## config.mk

```make
export PLATFORM = sky130hd
export DESIGN_NAME = spectrum_packet_deframer
export DESIGN_NICKNAME = d
export VERILOG_FILES = /design/src/design/spd_pkg.sv /design/src/design/spd_csr.sv /design/src/design/spd_core.sv /design/src/design/spd_out.sv /design/src/design/spectrum_packet_deframer.sv
export VERILOG_INCLUDE_DIRS = /design/src /design/src/design
export SDC_FILE = /design/constraint.sdc
export NUM_CORES = 1
export LEC_CHECK = 0
export BUFFER_PORTS_ARGS = -buffer_cell sky130_fd_sc_hd__buf_2
export CAP_MARGIN = 25
export CELL_PAD_IN_SITES_DETAIL_PLACEMENT = 0
export CELL_PAD_IN_SITES_GLOBAL_PLACEMENT = 2
export CORE_MARGIN = 2
export CORE_UTILIZATION = 43
export DETAILED_ROUTE_END_ITERATION = 8
export PLACE_DENSITY_LB_ADDON = 0.1
export SETUP_SLACK_MARGIN = 0.15
export SLEW_MARGIN = 20
export SYNTH_ARGS = -nofsm -noshare
export SYNTH_HDL_FRONTEND = slang
export SYNTH_SLANG_ARGS = --single-unit
```

## constraint.sdc

```tcl
create_clock -name clock -period 21.9 [get_ports clock]
set_clock_uncertainty 0.05 [all_clocks]
set_input_delay 3.285 -clock clock [delete_from_list [all_inputs] [get_ports clock]]
set_output_delay 3.285 -clock clock [all_outputs]
set_load 0.01 [all_outputs]
```

## src/design/assert_macros.svh

```systemverilog
// ----------------------------------------------------------------------------
// assert_macros.svh
// Assertion helpers shared by the deframer modules.
// ----------------------------------------------------------------------------
`ifndef ASSERT_MACROS_SVH
`define ASSERT_MACROS_SVH

// Clocked assertion with explicit clock and reset.
`define SPD_ASSERT_CLK(label, clk, rst, prop, msg) \
   label: assert property (@(posedge clk) disable iff (rst) prop) else $error(msg);

// Clocked assertion on the block's clock and reset.
`define SPD_ASSERT(label, prop, msg) \
   `SPD_ASSERT_CLK(label, clock, reset, prop, msg)

`endif

```

## src/design/spd_pkg.sv

```systemverilog
// ----------------------------------------------------------------------------
// spd_pkg
// Types and constants of the spectrum packet deframer.
// ----------------------------------------------------------------------------
package spd_pkg;

   typedef enum logic [1:0] {
      PH_SYNC,
      PH_HEADER,
      PH_BODY,
      PH_TAIL
   } phase_type;

   localparam logic [7:0] SYNC_FIRST  = 8'h5A;
   localparam logic [7:0] SYNC_SECOND = 8'hA5;

   localparam logic CMD_BYTE = 1'b0;
   localparam logic CMD_TICK = 1'b1;

   localparam logic [1:0] KIND_BIN     = 2'd0;
   localparam logic [1:0] KIND_GOOD    = 2'd1;
   localparam logic [1:0] KIND_BAD_SUM = 2'd2;
   localparam logic [1:0] KIND_TIMEOUT = 2'd3;

   localparam int CSR_INDEX_WIDTH = 3;
   localparam logic [CSR_INDEX_WIDTH-1:0] REG_EXPECTED_SIZE  = 3'd0;
   localparam logic [CSR_INDEX_WIDTH-1:0] REG_SYNC_WINDOW    = 3'd1;
   localparam logic [CSR_INDEX_WIDTH-1:0] REG_HEADER_TIMEOUT = 3'd2;
   localparam logic [CSR_INDEX_WIDTH-1:0] REG_BODY_TIMEOUT   = 3'd3;
   localparam logic [CSR_INDEX_WIDTH-1:0] REG_TAIL_TIMEOUT   = 3'd4;

   localparam logic [15:0] RST_EXPECTED_SIZE  = 16'd256;
   localparam logic [15:0] RST_SYNC_WINDOW    = 16'd2000;
   localparam logic [15:0] RST_HEADER_TIMEOUT = 16'd20;
   localparam logic [15:0] RST_BODY_TIMEOUT   = 16'd100;
   localparam logic [15:0] RST_TAIL_TIMEOUT   = 16'd20;

   localparam logic [3:0] HEADER_LAST_BYTE = 4'd9;
   localparam logic [3:0] BIN_LAST_BYTE    = 4'd5;

   typedef struct packed {
      logic       command;
      logic [7:0] rx_byte;
   } req_type;

   typedef struct packed {
      logic [1:0]         kind;
      logic [15:0]        bin_index;
      logic signed [15:0] bin_real;
      logic signed [15:0] bin_imag;
      logic               index_in_range;
      logic [15:0]        sequence_res;
      logic [15:0]        bins_in_packet;
      logic [31:0]        energy_bits;
   } rsp_type;

   typedef struct packed {
      logic [15:0] expected_size;
      logic [15:0] sync_window_ticks;
      logic [15:0] header_timeout_ticks;
      logic [15:0] body_timeout_ticks;
      logic [15:0] tail_timeout_ticks;
   } cfg_type;

endpackage

```

## src/design/spd_csr.sv

```systemverilog
// ----------------------------------------------------------------------------
// spd_csr
// Configuration registers, written through the csr word channel.
// ----------------------------------------------------------------------------
module spd_csr (
   input  logic                                clock,
   input  logic                                reset,
   input  logic                                csr_valid,
   output logic                                csr_ready,
   input  logic [spd_pkg::CSR_INDEX_WIDTH-1:0] csr_index,
   input  logic [15:0]                         csr_data,
   output spd_pkg::cfg_type                    cfg
);

   spd_pkg::cfg_type cfg_ff;
   spd_pkg::cfg_type cfg_in;

   assign csr_ready = 1'b1;
   assign cfg       = cfg_ff;

   always_comb begin
      cfg_in = cfg_ff;
      if (csr_valid) begin
         unique case (csr_index)
            spd_pkg::REG_EXPECTED_SIZE:  cfg_in.expected_size        = csr_data;
            spd_pkg::REG_SYNC_WINDOW:    cfg_in.sync_window_ticks    = csr_data;
            spd_pkg::REG_HEADER_TIMEOUT: cfg_in.header_timeout_ticks = csr_data;
            spd_pkg::REG_BODY_TIMEOUT:   cfg_in.body_timeout_ticks   = csr_data;
            spd_pkg::REG_TAIL_TIMEOUT:   cfg_in.tail_timeout_ticks   = csr_data;
            default:                     cfg_in = cfg_ff;
         endcase
      end
   end

   always_ff @(posedge clock) begin
      if (reset) begin
         cfg_ff.expected_size        <= spd_pkg::RST_EXPECTED_SIZE;
         cfg_ff.sync_window_ticks    <= spd_pkg::RST_SYNC_WINDOW;
         cfg_ff.header_timeout_ticks <= spd_pkg::RST_HEADER_TIMEOUT;
         cfg_ff.body_timeout_ticks   <= spd_pkg::RST_BODY_TIMEOUT;
         cfg_ff.tail_timeout_ticks   <= spd_pkg::RST_TAIL_TIMEOUT;
      end else begin
         cfg_ff <= cfg_in;
      end
   end

endmodule

```

## src/design/spd_core.sv

```systemverilog
// ----------------------------------------------------------------------------
// spd_core
// Framing state machine: sync hunt, header capture and check, bin assembly,
// checksum tail and phase timers. One word is consumed per accepted cycle.
// ----------------------------------------------------------------------------
`include "assert_macros.svh"

module spd_core (
   input  logic             clock,
   input  logic             reset,
   input  logic             fire,
   input  spd_pkg::req_type req_data,
   input  spd_pkg::cfg_type cfg,
   output logic             res_valid,
   output spd_pkg::rsp_type res_data
);

   spd_pkg::phase_type phase_ff, phase_in;
   logic [7:0]  prev_byte_ff, prev_byte_in;
   logic [3:0]  byte_cnt_ff, byte_cnt_in;
   logic [15:0] elapsed_ff, elapsed_in;
   logic [15:0] size_ff, size_in;
   logic [15:0] count_ff, count_in;
   logic [15:0] seq_ff, seq_in;
   logic [31:0] energy_ff, energy_in;
   logic [7:0]  csum_ff, csum_in;
   logic [39:0] asm_ff, asm_in;
   logic [7:0]  tail_lo_ff, tail_lo_in;
   logic [15:0] bins_done_ff, bins_done_in;

   logic        tick;
   logic [7:0]  rx;
   logic [15:0] half_size;
   logic [31:0] energy_full;
   logic        hdr_ok;
   logic [15:0] bins_next;
   logic [15:0] bin_idx;
   logic        body_expired;
   logic        tail_expired;

   assign tick         = (req_data.command == spd_pkg::CMD_TICK);
   assign rx           = req_data.rx_byte;
   assign half_size    = cfg.expected_size >> 1;
   // last header byte is the top byte of the energy word
   assign energy_full  = {rx, energy_ff[23:0]};
   assign hdr_ok       = (size_ff == cfg.expected_size) && (count_ff != 16'd0) &&
                         (count_ff < half_size) && (energy_full[30:23] != 8'hFF) &&
                         !(energy_full[31] && (energy_full[30:0] != 31'd0));
   assign bins_next    = bins_done_ff + 16'd1;
   assign bin_idx      = asm_ff[15:0];
   assign body_expired = (elapsed_ff >= cfg.body_timeout_ticks);
   assign tail_expired = (elapsed_ff >= cfg.tail_timeout_ticks);

   // next state
   always_comb begin
      phase_in     = phase_ff;
      prev_byte_in = prev_byte_ff;
      byte_cnt_in  = byte_cnt_ff;
      elapsed_in   = elapsed_ff;
      size_in      = size_ff;
      count_in     = count_ff;
      seq_in       = seq_ff;
      energy_in    = energy_ff;
      csum_in      = csum_ff;
      asm_in       = asm_ff;
      tail_lo_in   = tail_lo_ff;
      bins_done_in = bins_done_ff;
      if (fire) begin
         if (tick) begin
            unique case (phase_ff)
               spd_pkg::PH_SYNC: begin
                  if (({1'b0, elapsed_ff} + 17'd1) >= {1'b0, cfg.sync_window_ticks}) begin
                     prev_byte_in = 8'd0;
                     elapsed_in   = 16'd0;
                  end else begin
                     elapsed_in = elapsed_ff + 16'd1;
                  end
               end
               spd_pkg::PH_HEADER: begin
                  if (elapsed_ff >= cfg.header_timeout_ticks) begin
                     phase_in     = spd_pkg::PH_SYNC;
                     prev_byte_in = 8'd0;
                     byte_cnt_in  = 4'd0;
                     elapsed_in   = 16'd0;
                  end else begin
                     elapsed_in = elapsed_ff + 16'd1;
                  end
               end
               spd_pkg::PH_BODY: begin
                  if (body_expired) begin
                     phase_in     = spd_pkg::PH_SYNC;
                     prev_byte_in = 8'd0;
                     byte_cnt_in  = 4'd0;
                     elapsed_in   = 16'd0;
                  end else begin
                     elapsed_in = elapsed_ff + 16'd1;
                  end
               end
               spd_pkg::PH_TAIL: begin
                  if (tail_expired) begin
                     phase_in     = spd_pkg::PH_SYNC;
                     prev_byte_in = 8'd0;
                     byte_cnt_in  = 4'd0;
                     elapsed_in   = 16'd0;
                  end else begin
                     elapsed_in = elapsed_ff + 16'd1;
                  end
               end
               default: phase_in = spd_pkg::PH_SYNC;
            endcase
         end else begin
            unique case (phase_ff)
               spd_pkg::PH_SYNC: begin
                  if (prev_byte_ff == spd_pkg::SYNC_FIRST && rx == spd_pkg::SYNC_SECOND) begin
                     phase_in    = spd_pkg::PH_HEADER;
                     byte_cnt_in = 4'd0;
                     elapsed_in  = 16'd0;
                     csum_in     = spd_pkg::SYNC_FIRST ^ spd_pkg::SYNC_SECOND;
                     size_in     = 16'd0;
                     count_in    = 16'd0;
                     seq_in      = 16'd0;
                     energy_in   = 32'd0;
                  end else begin
                     prev_byte_in = rx;
                  end
               end
               spd_pkg::PH_HEADER: begin
                  csum_in     = csum_ff ^ rx;
                  byte_cnt_in = byte_cnt_ff + 4'd1;
                  case (byte_cnt_ff)
                     4'd0:    size_in[7:0]     = rx;
                     4'd1:    size_in[15:8]    = rx;
                     4'd2:    count_in[7:0]    = rx;
                     4'd3:    count_in[15:8]   = rx;
                     4'd4:    seq_in[7:0]      = rx;
                     4'd5:    seq_in[15:8]     = rx;
                     4'd6:    energy_in[7:0]   = rx;
                     4'd7:    energy_in[15:8]  = rx;
                     4'd8:    energy_in[23:16] = rx;
                     default: energy_in[31:24] = rx;
                  endcase
                  if (byte_cnt_ff == spd_pkg::HEADER_LAST_BYTE) begin
                     byte_cnt_in = 4'd0;
                     elapsed_in  = 16'd0;
                     if (hdr_ok) begin
                        phase_in     = spd_pkg::PH_BODY;
                        bins_done_in = 16'd0;
                        asm_in       = 40'd0;
                     end else begin
                        phase_in     = spd_pkg::PH_SYNC;
                        prev_byte_in = 8'd0;
                     end
                  end
               end
               spd_pkg::PH_BODY: begin
                  csum_in = csum_ff ^ rx;
                  if (byte_cnt_ff != spd_pkg::BIN_LAST_BYTE) begin
                     byte_cnt_in = byte_cnt_ff + 4'd1;
                     case (byte_cnt_ff)
                        4'd0:    asm_in[7:0]   = rx;
                        4'd1:    asm_in[15:8]  = rx;
                        4'd2:    asm_in[23:16] = rx;
                        4'd3:    asm_in[31:24] = rx;
                        default: asm_in[39:32] = rx;
                     endcase
                  end else begin
                     byte_cnt_in  = 4'd0;
                     asm_in       = 40'd0;
                     bins_done_in = bins_next;
                     if (bins_next >= count_ff) begin
                        phase_in   = spd_pkg::PH_TAIL;
                        elapsed_in = 16'd0;
                     end
                  end
               end
               spd_pkg::PH_TAIL: begin
                  if (byte_cnt_ff == 4'd0) begin
                     tail_lo_in  = rx;
                     byte_cnt_in = 4'd1;
                  end else begin
                     phase_in     = spd_pkg::PH_SYNC;
                     prev_byte_in = 8'd0;
                     byte_cnt_in  = 4'd0;
                     elapsed_in   = 16'd0;
                  end
               end
               default: phase_in = spd_pkg::PH_SYNC;
            endcase
         end
      end
   end

   // result
   always_comb begin
      res_valid               = 1'b0;
      res_data.kind           = spd_pkg::KIND_BIN;
      res_data.bin_index      = 16'd0;
      res_data.bin_real       = 16'sd0;
      res_data.bin_imag       = 16'sd0;
      res_data.index_in_range = 1'b0;
      res_data.sequence_res   = seq_ff;
      res_data.bins_in_packet = count_ff;
      res_data.energy_bits    = energy_ff;
      if (fire) begin
         if (tick) begin
            if ((phase_ff == spd_pkg::PH_BODY && body_expired) ||
                (phase_ff == spd_pkg::PH_TAIL && tail_expired)) begin
               res_valid     = 1'b1;
               res_data.kind = spd_pkg::KIND_TIMEOUT;
            end
         end else if (phase_ff == spd_pkg::PH_BODY && byte_cnt_ff == spd_pkg::BIN_LAST_BYTE) begin
            res_valid               = 1'b1;
            res_data.kind           = spd_pkg::KIND_BIN;
            res_data.bin_index      = bin_idx;
            res_data.bin_real       = $signed(asm_ff[31:16]);
            res_data.bin_imag       = $signed({rx, asm_ff[39:32]});
            res_data.index_in_range = (bin_idx != 16'd0) && (bin_idx < half_size);
         end else if (phase_ff == spd_pkg::PH_TAIL && byte_cnt_ff != 4'd0) begin
            res_valid     = 1'b1;
            res_data.kind = (tail_lo_ff == csum_ff && rx == 8'd0) ?
                            spd_pkg::KIND_GOOD : spd_pkg::KIND_BAD_SUM;
         end
      end
   end

   always_ff @(posedge clock) begin
      if (reset) begin
         phase_ff     <= spd_pkg::PH_SYNC;
         prev_byte_ff <= 8'd0;
         byte_cnt_ff  <= 4'd0;
         elapsed_ff   <= 16'd0;
         bins_done_ff <= 16'd0;
         csum_ff      <= 8'd0;
      end else begin
         phase_ff     <= phase_in;
         prev_byte_ff <= prev_byte_in;
         byte_cnt_ff  <= byte_cnt_in;
         elapsed_ff   <= elapsed_in;
         bins_done_ff <= bins_done_in;
         csum_ff      <= csum_in;
      end
   end

   always_ff @(posedge clock) begin
      size_ff    <= size_in;
      count_ff   <= count_in;
      seq_ff     <= seq_in;
      energy_ff  <= energy_in;
      asm_ff     <= asm_in;
      tail_lo_ff <= tail_lo_in;
   end

   `SPD_ASSERT(a_body_count_nonzero, (phase_ff == spd_pkg::PH_BODY) |-> (count_ff != 16'd0), "body entered with zero bin count")
   `SPD_ASSERT(a_body_cnt_range, (phase_ff == spd_pkg::PH_BODY) |-> (byte_cnt_ff <= spd_pkg::BIN_LAST_BYTE), "bin byte count out of range")
   `SPD_ASSERT(a_header_cnt_range, (phase_ff == spd_pkg::PH_HEADER) |-> (byte_cnt_ff <= spd_pkg::HEADER_LAST_BYTE), "header byte count out of range")
   `SPD_ASSERT(a_status_restarts, (res_valid && res_data.kind != spd_pkg::KIND_BIN) |=> (phase_ff == spd_pkg::PH_SYNC && elapsed_ff == 16'd0), "status word did not restart sync search")

endmodule

```

## src/design/spd_out.sv

```systemverilog
// ----------------------------------------------------------------------------
// spd_out
// Result register between the framing logic and the rsp word channel.
// ----------------------------------------------------------------------------
`include "assert_macros.svh"

module spd_out (
   input  logic             clock,
   input  logic             reset,
   input  logic             load,
   input  spd_pkg::rsp_type res_data,
   output logic             slot_free,
   output logic             rsp_valid,
   input  logic             rsp_ready,
   output spd_pkg::rsp_type rsp_data
);

   logic             valid_ff, valid_in;
   spd_pkg::rsp_type data_ff, data_in;

   // a held word leaves in the same cycle a new one is loaded
   assign slot_free = !valid_ff || rsp_ready;
   assign rsp_valid = valid_ff;
   assign rsp_data  = data_ff;

   always_comb begin
      valid_in = valid_ff;
      data_in  = data_ff;
      if (load) begin
         valid_in = 1'b1;
         data_in  = res_data;
      end else if (rsp_ready) begin
         valid_in = 1'b0;
      end
   end

   always_ff @(posedge clock) begin
      if (reset) begin
         valid_ff <= 1'b0;
      end else begin
         valid_ff <= valid_in;
      end
   end

   always_ff @(posedge clock) begin
      data_ff <= data_in;
   end

   `SPD_ASSERT(a_load_shows, load |=> (rsp_valid && rsp_data == $past(res_data)), "loaded result word not presented")

endmodule

```

## src/design/spectrum_packet_deframer.sv

```systemverilog
// ----------------------------------------------------------------------------
// spectrum_packet_deframer
// Deframes sync-word spectrum packets from a UART byte / tick word stream.
//
//   channel | direction | payload             | handshake
//   req     | in        | spd_pkg::req_type   | req_valid / req_ready
//   rsp     | out       | spd_pkg::rsp_type   | rsp_valid / rsp_ready
//   csr     | in        | index 3b, data 16b  | csr_valid / csr_ready
//
// One req word per cycle while req_ready is high; its result word, if any, shows on rsp the next cycle.
// The framing state is updated from each accepted req word; result words pass through a result register.
// req_ready drops only while a result word is held and rsp_ready is low.
// csr_ready is always high. Synchronous reset restores register defaults and
// sync search; no clearing pass.
// ----------------------------------------------------------------------------
module spectrum_packet_deframer (
   input  logic                                clock,
   input  logic                                reset,
   input  logic                                req_valid,
   output logic                                req_ready,
   input  spd_pkg::req_type                    req_data,
   output logic                                rsp_valid,
   input  logic                                rsp_ready,
   output spd_pkg::rsp_type                    rsp_data,
   input  logic                                csr_valid,
   output logic                                csr_ready,
   input  logic [spd_pkg::CSR_INDEX_WIDTH-1:0] csr_index,
   input  logic [15:0]                         csr_data
);

   spd_pkg::cfg_type cfg;
   spd_pkg::rsp_type res_data;
   logic             res_valid;
   logic             slot_free;
   logic             fire;

   assign req_ready = slot_free;
   assign fire      = req_valid && slot_free;

   spd_csr u_csr (
      .clock     (clock),
      .reset     (reset),
      .csr_valid (csr_valid),
      .csr_ready (csr_ready),
      .csr_index (csr_index),
      .csr_data  (csr_data),
      .cfg       (cfg)
   );

   spd_core u_core (
      .clock     (clock),
      .reset     (reset),
      .fire      (fire),
      .req_data  (req_data),
      .cfg       (cfg),
      .res_valid (res_valid),
      .res_data  (res_data)
   );

   spd_out u_out (
      .clock     (clock),
      .reset     (reset),
      .load      (fire && res_valid),
      .res_data  (res_data),
      .slot_free (slot_free),
      .rsp_valid (rsp_valid),
      .rsp_ready (rsp_ready),
      .rsp_data  (rsp_data)
   );

endmodule
```

# --- After elaboration in Yosys (flattened, before gate mapping) ---
# Cells that the tools add are included.
word_totals:
  latch_bits: 0
  elab_cells: 249
  ff_bits: 378
  input_bits: 33
  memories: 0
  mem_bits_ro: 0
  ram_bits: 0
op_classes:
  addsub: 4
  n_eq_ne: 53
  magnitude_cmp: 7
  n_reduce_logical: 62
  multipliers: 0
  div_mod_pow: 0
  mux: 83
  n_bitwise: 4
  shift: 0
ops:
  columns: ["operator", "count"]
  rows:
  - ["$mux W16", 13]
  - ["$mux W8", 21]
  - ["$pmux W16 S2", 4]
  - ["$pmux W16 S4", 2]
  - ["$mux W40", 3]
  - ["$pmux W40 S2", 1]
  - ["$ge A16 B16 Y1", 4]
  - ["$pmux W32 S2", 1]
  - ["$reduce_and A5 Y1", 10]
  - ["$reduce_and A6 Y1", 8]
  - ["$add A16 B1 Y16 const B", 2]
  - ["$lt A16 B15 Y1", 2]
  - ["$mux W32", 1]
  - ["$pmux W8 S4", 1]
  - ["$reduce_bool A16 Y1", 2]
  - ["$reduce_bool A31 Y1", 1]
  - ["$mux W2", 15]
  - ["$mux W4", 7]
  - ["$ne A3 B3 Y1 const B", 9]
  - ["$pmux W8 S3", 1]
  - ["$ne A3 B2 Y1 const B", 7]
  - ["$reduce_and A10 Y1", 2]
  - ["$add A16 B1 Y17 const B", 1]
  - ["$ge A17 B16 Y1", 1]
  - ["42 further kinds", 94]

# --- Depth between registers and ports, before layout ---
depth:
  ltp_word: 9
  depth_mapped: 17
  depth_no_buf: 15

# --- By module ---
# From an unflattened synthesis, not the netlist that was laid out.
unflattened:
  hier_cells: 1534
  area_unflattened_um2: 17758.3
by_module_without_submodules:
  columns: ["module", "cells_each", "seq_area_each_um2", "area_each_um2", "instances"]
  rows:
  - ["spd_core", 1119, 4924.7, 11041.8, 1]
  - ["spd_out", 119, 3473.3, 3499.6, 1]
  - ["spd_csr", 294, 1601.5, 3204.3, 1]
  - ["spectrum_packet_deframer", 2, 0.0, 12.5, 1]

# --- Least setup slack after synthesis ---
# No wires, ideal clock.
synth_path:
  path_type: "input port to flip-flop"
  from: "in req_data[8] (netlist bit)"
  to: "reg u_out.data_ff, in the netlist u_out.rsp_data[0] (enable)"
  n_path_buf: 2
  arrival_time_ns: 9.537
  required_time_ns: 21.223
  cell_stages: 6
  setup_slack_ns: 11.687
  cell_sequence: "clkbuf_1 clkbuf_1 nand2_1 a21oi_1 a31oi_1 a21oi_1"
synth_between:
  elab_chain_cells: 3
synth_rtl:
  columns: ["element", "line", "source"]
  rows:
  - ["start: declaration", "spectrum_packet_deframer.sv:21", "input spd_pkg::req_type req_data,"]
  - ["$mux W1", "spd_core.sv:205", "if (tick) begin"]
  - ["$mux W1", "spd_core.sv:204", "if (fire) begin"]
  - ["$logic_and A1 B1 Y1", "spectrum_packet_deframer.sv:63", ".load (fire && res_valid),"]
  - ["via u_out.load", "spd_out.sv:10", "input logic load,"]
  - ["end signal: assignment", "spd_out.sv:46", "data_ff <= data_in;"]
  - ["end: declaration", "spd_out.sv:19", "spd_pkg::rsp_type data_ff, data_in;"]
# The timed path passes the listed nets, and every way through them passes these cells.
# A chain may end at the register's enable or synchronous reset.

# --- Worst setup path after layout ---
layout_path:
  from: "in rsp_ready"
  to: "out req_ready"
layout_between:
  elab_chain_cells: 1
layout_rtl:
  columns: ["element", "line", "source"]
  rows:
  - ["start: declaration", "spectrum_packet_deframer.sv:23", "input logic rsp_ready,"]
  - ["$logic_or A1 B1 Y1", "spd_out.sv:22", "assign slot_free = !valid_ff || rsp_ready;"]
  - ["end: declaration", "spectrum_packet_deframer.sv:20", "output logic req_ready,"]
# No other way between the ends.

==> results.cfg <==
[status]
outcome = finished, final reports clean

[detailed_routing]
drt_iter0_drc = 702
drt_first_pass_iters = 5
wl_um = 44850
ant_nets = 0
drc = 0
wl_per_cell_um = 20.48
route.detailed.vias_per_inst = 5.269
num_vias = 11540

[setup_path]
cp.required_ns = 18.57
cp-end-kind = output pin
cp-start-kind = primary input
cpMostUsedCell = buf_2
cp.arrival_ns = 3.73
max_stage_delay_ns = 0.18
crit_path_cell_trace = buf_2 -> nand2b_1 -> buf_2
crit_buf_inv = 2
crit_family = buffers and inverters
crit_slowest_cell = nand2b_1
critPathKind = in2out
cp_max_fo = 5

[sta]
max_freq_mhz = 141.6
slew_headroom_pct = 31.03
worst_slew_pin_slew_ns = 1.035
finalCriticalPeriod_ns = 7.061
fin_setup_tns_ns = 0
rsz0062_at_grt = no
setup_viol = 0
drv_slew = 0
period_share_pct = 32.24
finalHoldViolCount = 0

[logic_synthesis]
syn-cell-area_sq_um = 16840
yosysTopAreaCellShare_pct = 43.33
ys_seq_area_share_pct = 59.38
synth_ff_type = edfxtp_1
ys_async_sr_fraction_pct = 0
synth_cell_types = 69
synthesis.nets = 1639
synth_edf_count = 243
synthCells = 1492
synth-warning-count = 0
synth.area.top_cells = edfxtp_1 43%, dfxtp_1 16%, ha_1 8.5%
yosysTopAreaCell = edfxtp_1
avgSynthCellArea_sq_um = 11.29
ys_seq_elements = 378

[global_routing]
grt_pass1_wl_um = 68430
gr-usage-met1_pct = 31.06
met3_usage_pct = 2.757
overflow = 0
grt_use_total_pct = 22.08
busiest_layer = met2
first_global_vias = 10980
antenna_found_initial = 0
gr-usage-met2_pct = 36.17
grt_max_degree = 83

[layout]
final_net_count = 1786
drive_gt1_share_pct = 14.17
layout_common_cells = 243 x edfxtp_1, 216 x nand2_1, 149 x buf_2
insertedDiodeCount = 0
fillerInstances = 3550
fin_cells = 2190
area_delta_synth_final_pct = 15.58
layout_commonest_cell = edfxtp_1

[clock_tree]
cts_root_buf = clkbuf_16
cts_sinks = 378
clk_latency_ns = 0.57
cts_made_buffers = 41
clockBufferDepth = 3
postCtsSetupRepairBufs = 0
ctsHoldBuffers = 0
cts_tree = yes
htreeDepth = 2
clkTransAtPathRegs_ns = 0.07
cts_resized = 0

[pwr]
p_per_area_nw_per_um2 = 76.35
vdd_drop_max_uv = 45.48
p_leak_nw = 7.053

[floorplanning]
die_h_um = 201.9
start_util_pct = 43.57
die_w_um = 201.9
num_rows = 72
core_sq_um = 38650
boundaryPins = 151
die_area_sq_um = 40760

[place]
io_buffers = 149
hpwl_um = 31900
dp_cells = 2114
gp_congestion = 0.7983

[hold_path]
hp-class = reg2reg

[flow_run]
maxCapViolCount = 0
-- final timing paths --
kind | to | cells after the start | slack [ns] | from
setup reg to reg | u_core.elapsed_ff[15]$_SDFFE_PP0P_ | 16 | 17.45 | u_core.bins_done_ff[0]$_SDFFE_PP0P_
setup / recovery | req_ready | 3 | 14.84 | rsp_ready
hold reg to reg | u_out.rsp_data[51]$_DFFE_PP_ | 0 | 0.36 | u_core.seq_ff[3]$_DFFE_PP_
hold / removal | u_out.rsp_data[51]$_DFFE_PP_ | 0 | 0.36 | u_core.seq_ff[3]$_DFFE_PP_
-- Yosys cell counts (7+ instances only) --
| master | n |
|---|---|
| a211oi_1 | 11 |
| a21o_1 | 18 |
| a21oi_1 | 137 |
| a22o_1 | 13 |
| a311oi_1 | 9 |
| a31oi_1 | 13 |
| and2_1 | 69 |
| and3_1 | 25 |
| clkbuf_1 | 53 |
| dfxtp_1 | 135 |
| edfxtp_1 | 243 |
| ha_1 | 114 |
| inv_1 | 100 |
| mux2i_1 | 9 |
| nand2_1 | 216 |
| nand2b_1 | 20 |
| nand3_1 | 41 |
| nand3b_1 | 7 |
| nand4_1 | 19 |
| nor2_1 | 35 |
| nor3_1 | 10 |
| nor4_1 | 21 |
| o211ai_1 | 17 |
| o21ai_0 | 26 |
| xnor2_1 | 26 |
| xor2_1 | 26 |
-- power breakdown --
part | total, mW | switching (mW) | leakage [nW] | internal, mW
registers | 0.756 | 0.00282 | 3.04 | 0.754
clock network | 0.690 | 0.295 | 0.642 | 0.396
logic | 0.0394 | 0.0276 | 3.37 | 0.0118
total | 1.49 | 0.325 | 7.05 | 1.16
-- final cells by class --
class	instances	area [sq um]	share of cell area (%)
Sequential cell	378	10000	51.38
Inverter	101	379.1	1.948
Clock inverter	31	302.8	1.556
Timing Repair Buffer	161	835.8	4.294
Tap cell	518	648.1	3.330
Clock buffer	45	1041	5.348
Multi-Input combinational cell	956	6257	32.15
-- registers in the layout, summed over array words and instances (netlist names) --
name	cells
u_core.energy_ff	32
u_core.byte_cnt_ff	4
u_core.elapsed_ff	16
u_core.bins_done_ff	16
u_core.count_ff	16
u_out.rsp_valid	1
u_core.csum_ff	8
u_csr.cfg	80
u_core.seq_ff	16
u_core.phase_ff	2
u_core.tail_lo_ff	8
u_out.rsp_data	115
u_core.prev_byte_ff	8
u_core.asm_ff	40
u_core.size_ff	16
-- worst reg2reg max path: stages, from the launching register on --
cell and delay [ns]:
dfxtp_1 0.48, ha_1 0.27, and3_1 0.20, and3_1 0.25, and3_1 0.29, nand3_1 0.13, xnor2_1 0.26, ha_1 0.32
a21oi_1 0.16, a211oi_1 0.09, a211oi_1 0.42, o211ai_1 0.42, a21boi_1 0.26, buf_4 0.21, and2_1 0.33, a22oi_1 0.14
o31ai_1 0.09
-- through the flow --
| stage | hold slack [ns] | total power, mW | instance area, sq um | utilization [%] | worst slack (ns) |
|---|---|---|---|---|---|
| after detailed placement | 0.3545 | 0.8117 | 18120 | 46.89 | 14.84 |
| after global placement | 0.3560 | 0.8108 | 18120 | 46.89 | 14.84 |
| after global routing | 0.3699 | 1.536 | 19460 | 50.36 | 14.77 |
| after floorplan | 0.3503 | 0.7931 | 16840 | - | 11.69 |
| final | 0.3620 | 1.486 | 19460 | 50.36 | 14.84 |
| after CTS | 0.3664 | 1.504 | 19460 | 50.36 | 14.84 |
-- logic make-up (layout without fill, tap and decap cells) --
logic type | after synthesis | count (layout) | share of synthesized area [%]
DFF | 378 | 378 | 59.38
adders and majority gates | 114 | 114 | 8.470
buffers and inverters | 158 | 338 | 3.589
AOI/OAI and AO/OA | 287 | 287 | 10.71
xor gates and xnor gates | 52 | 52 | 2.705
muxes | 10 | 10 | 0.6241
other | 1 | 1 | 0.02227
and+or+nand+nor | 492 | 492 | 14.50
-- routing by layer --
layer / routed length, um / vias to the layer above
met5: 0 / -
met4: 900 / 0
met3: 1739 / 67
met2: 21140 / 269
met1: 21080 / 5520
li1: - / 5683
Power figures use the tool's default switching activity.
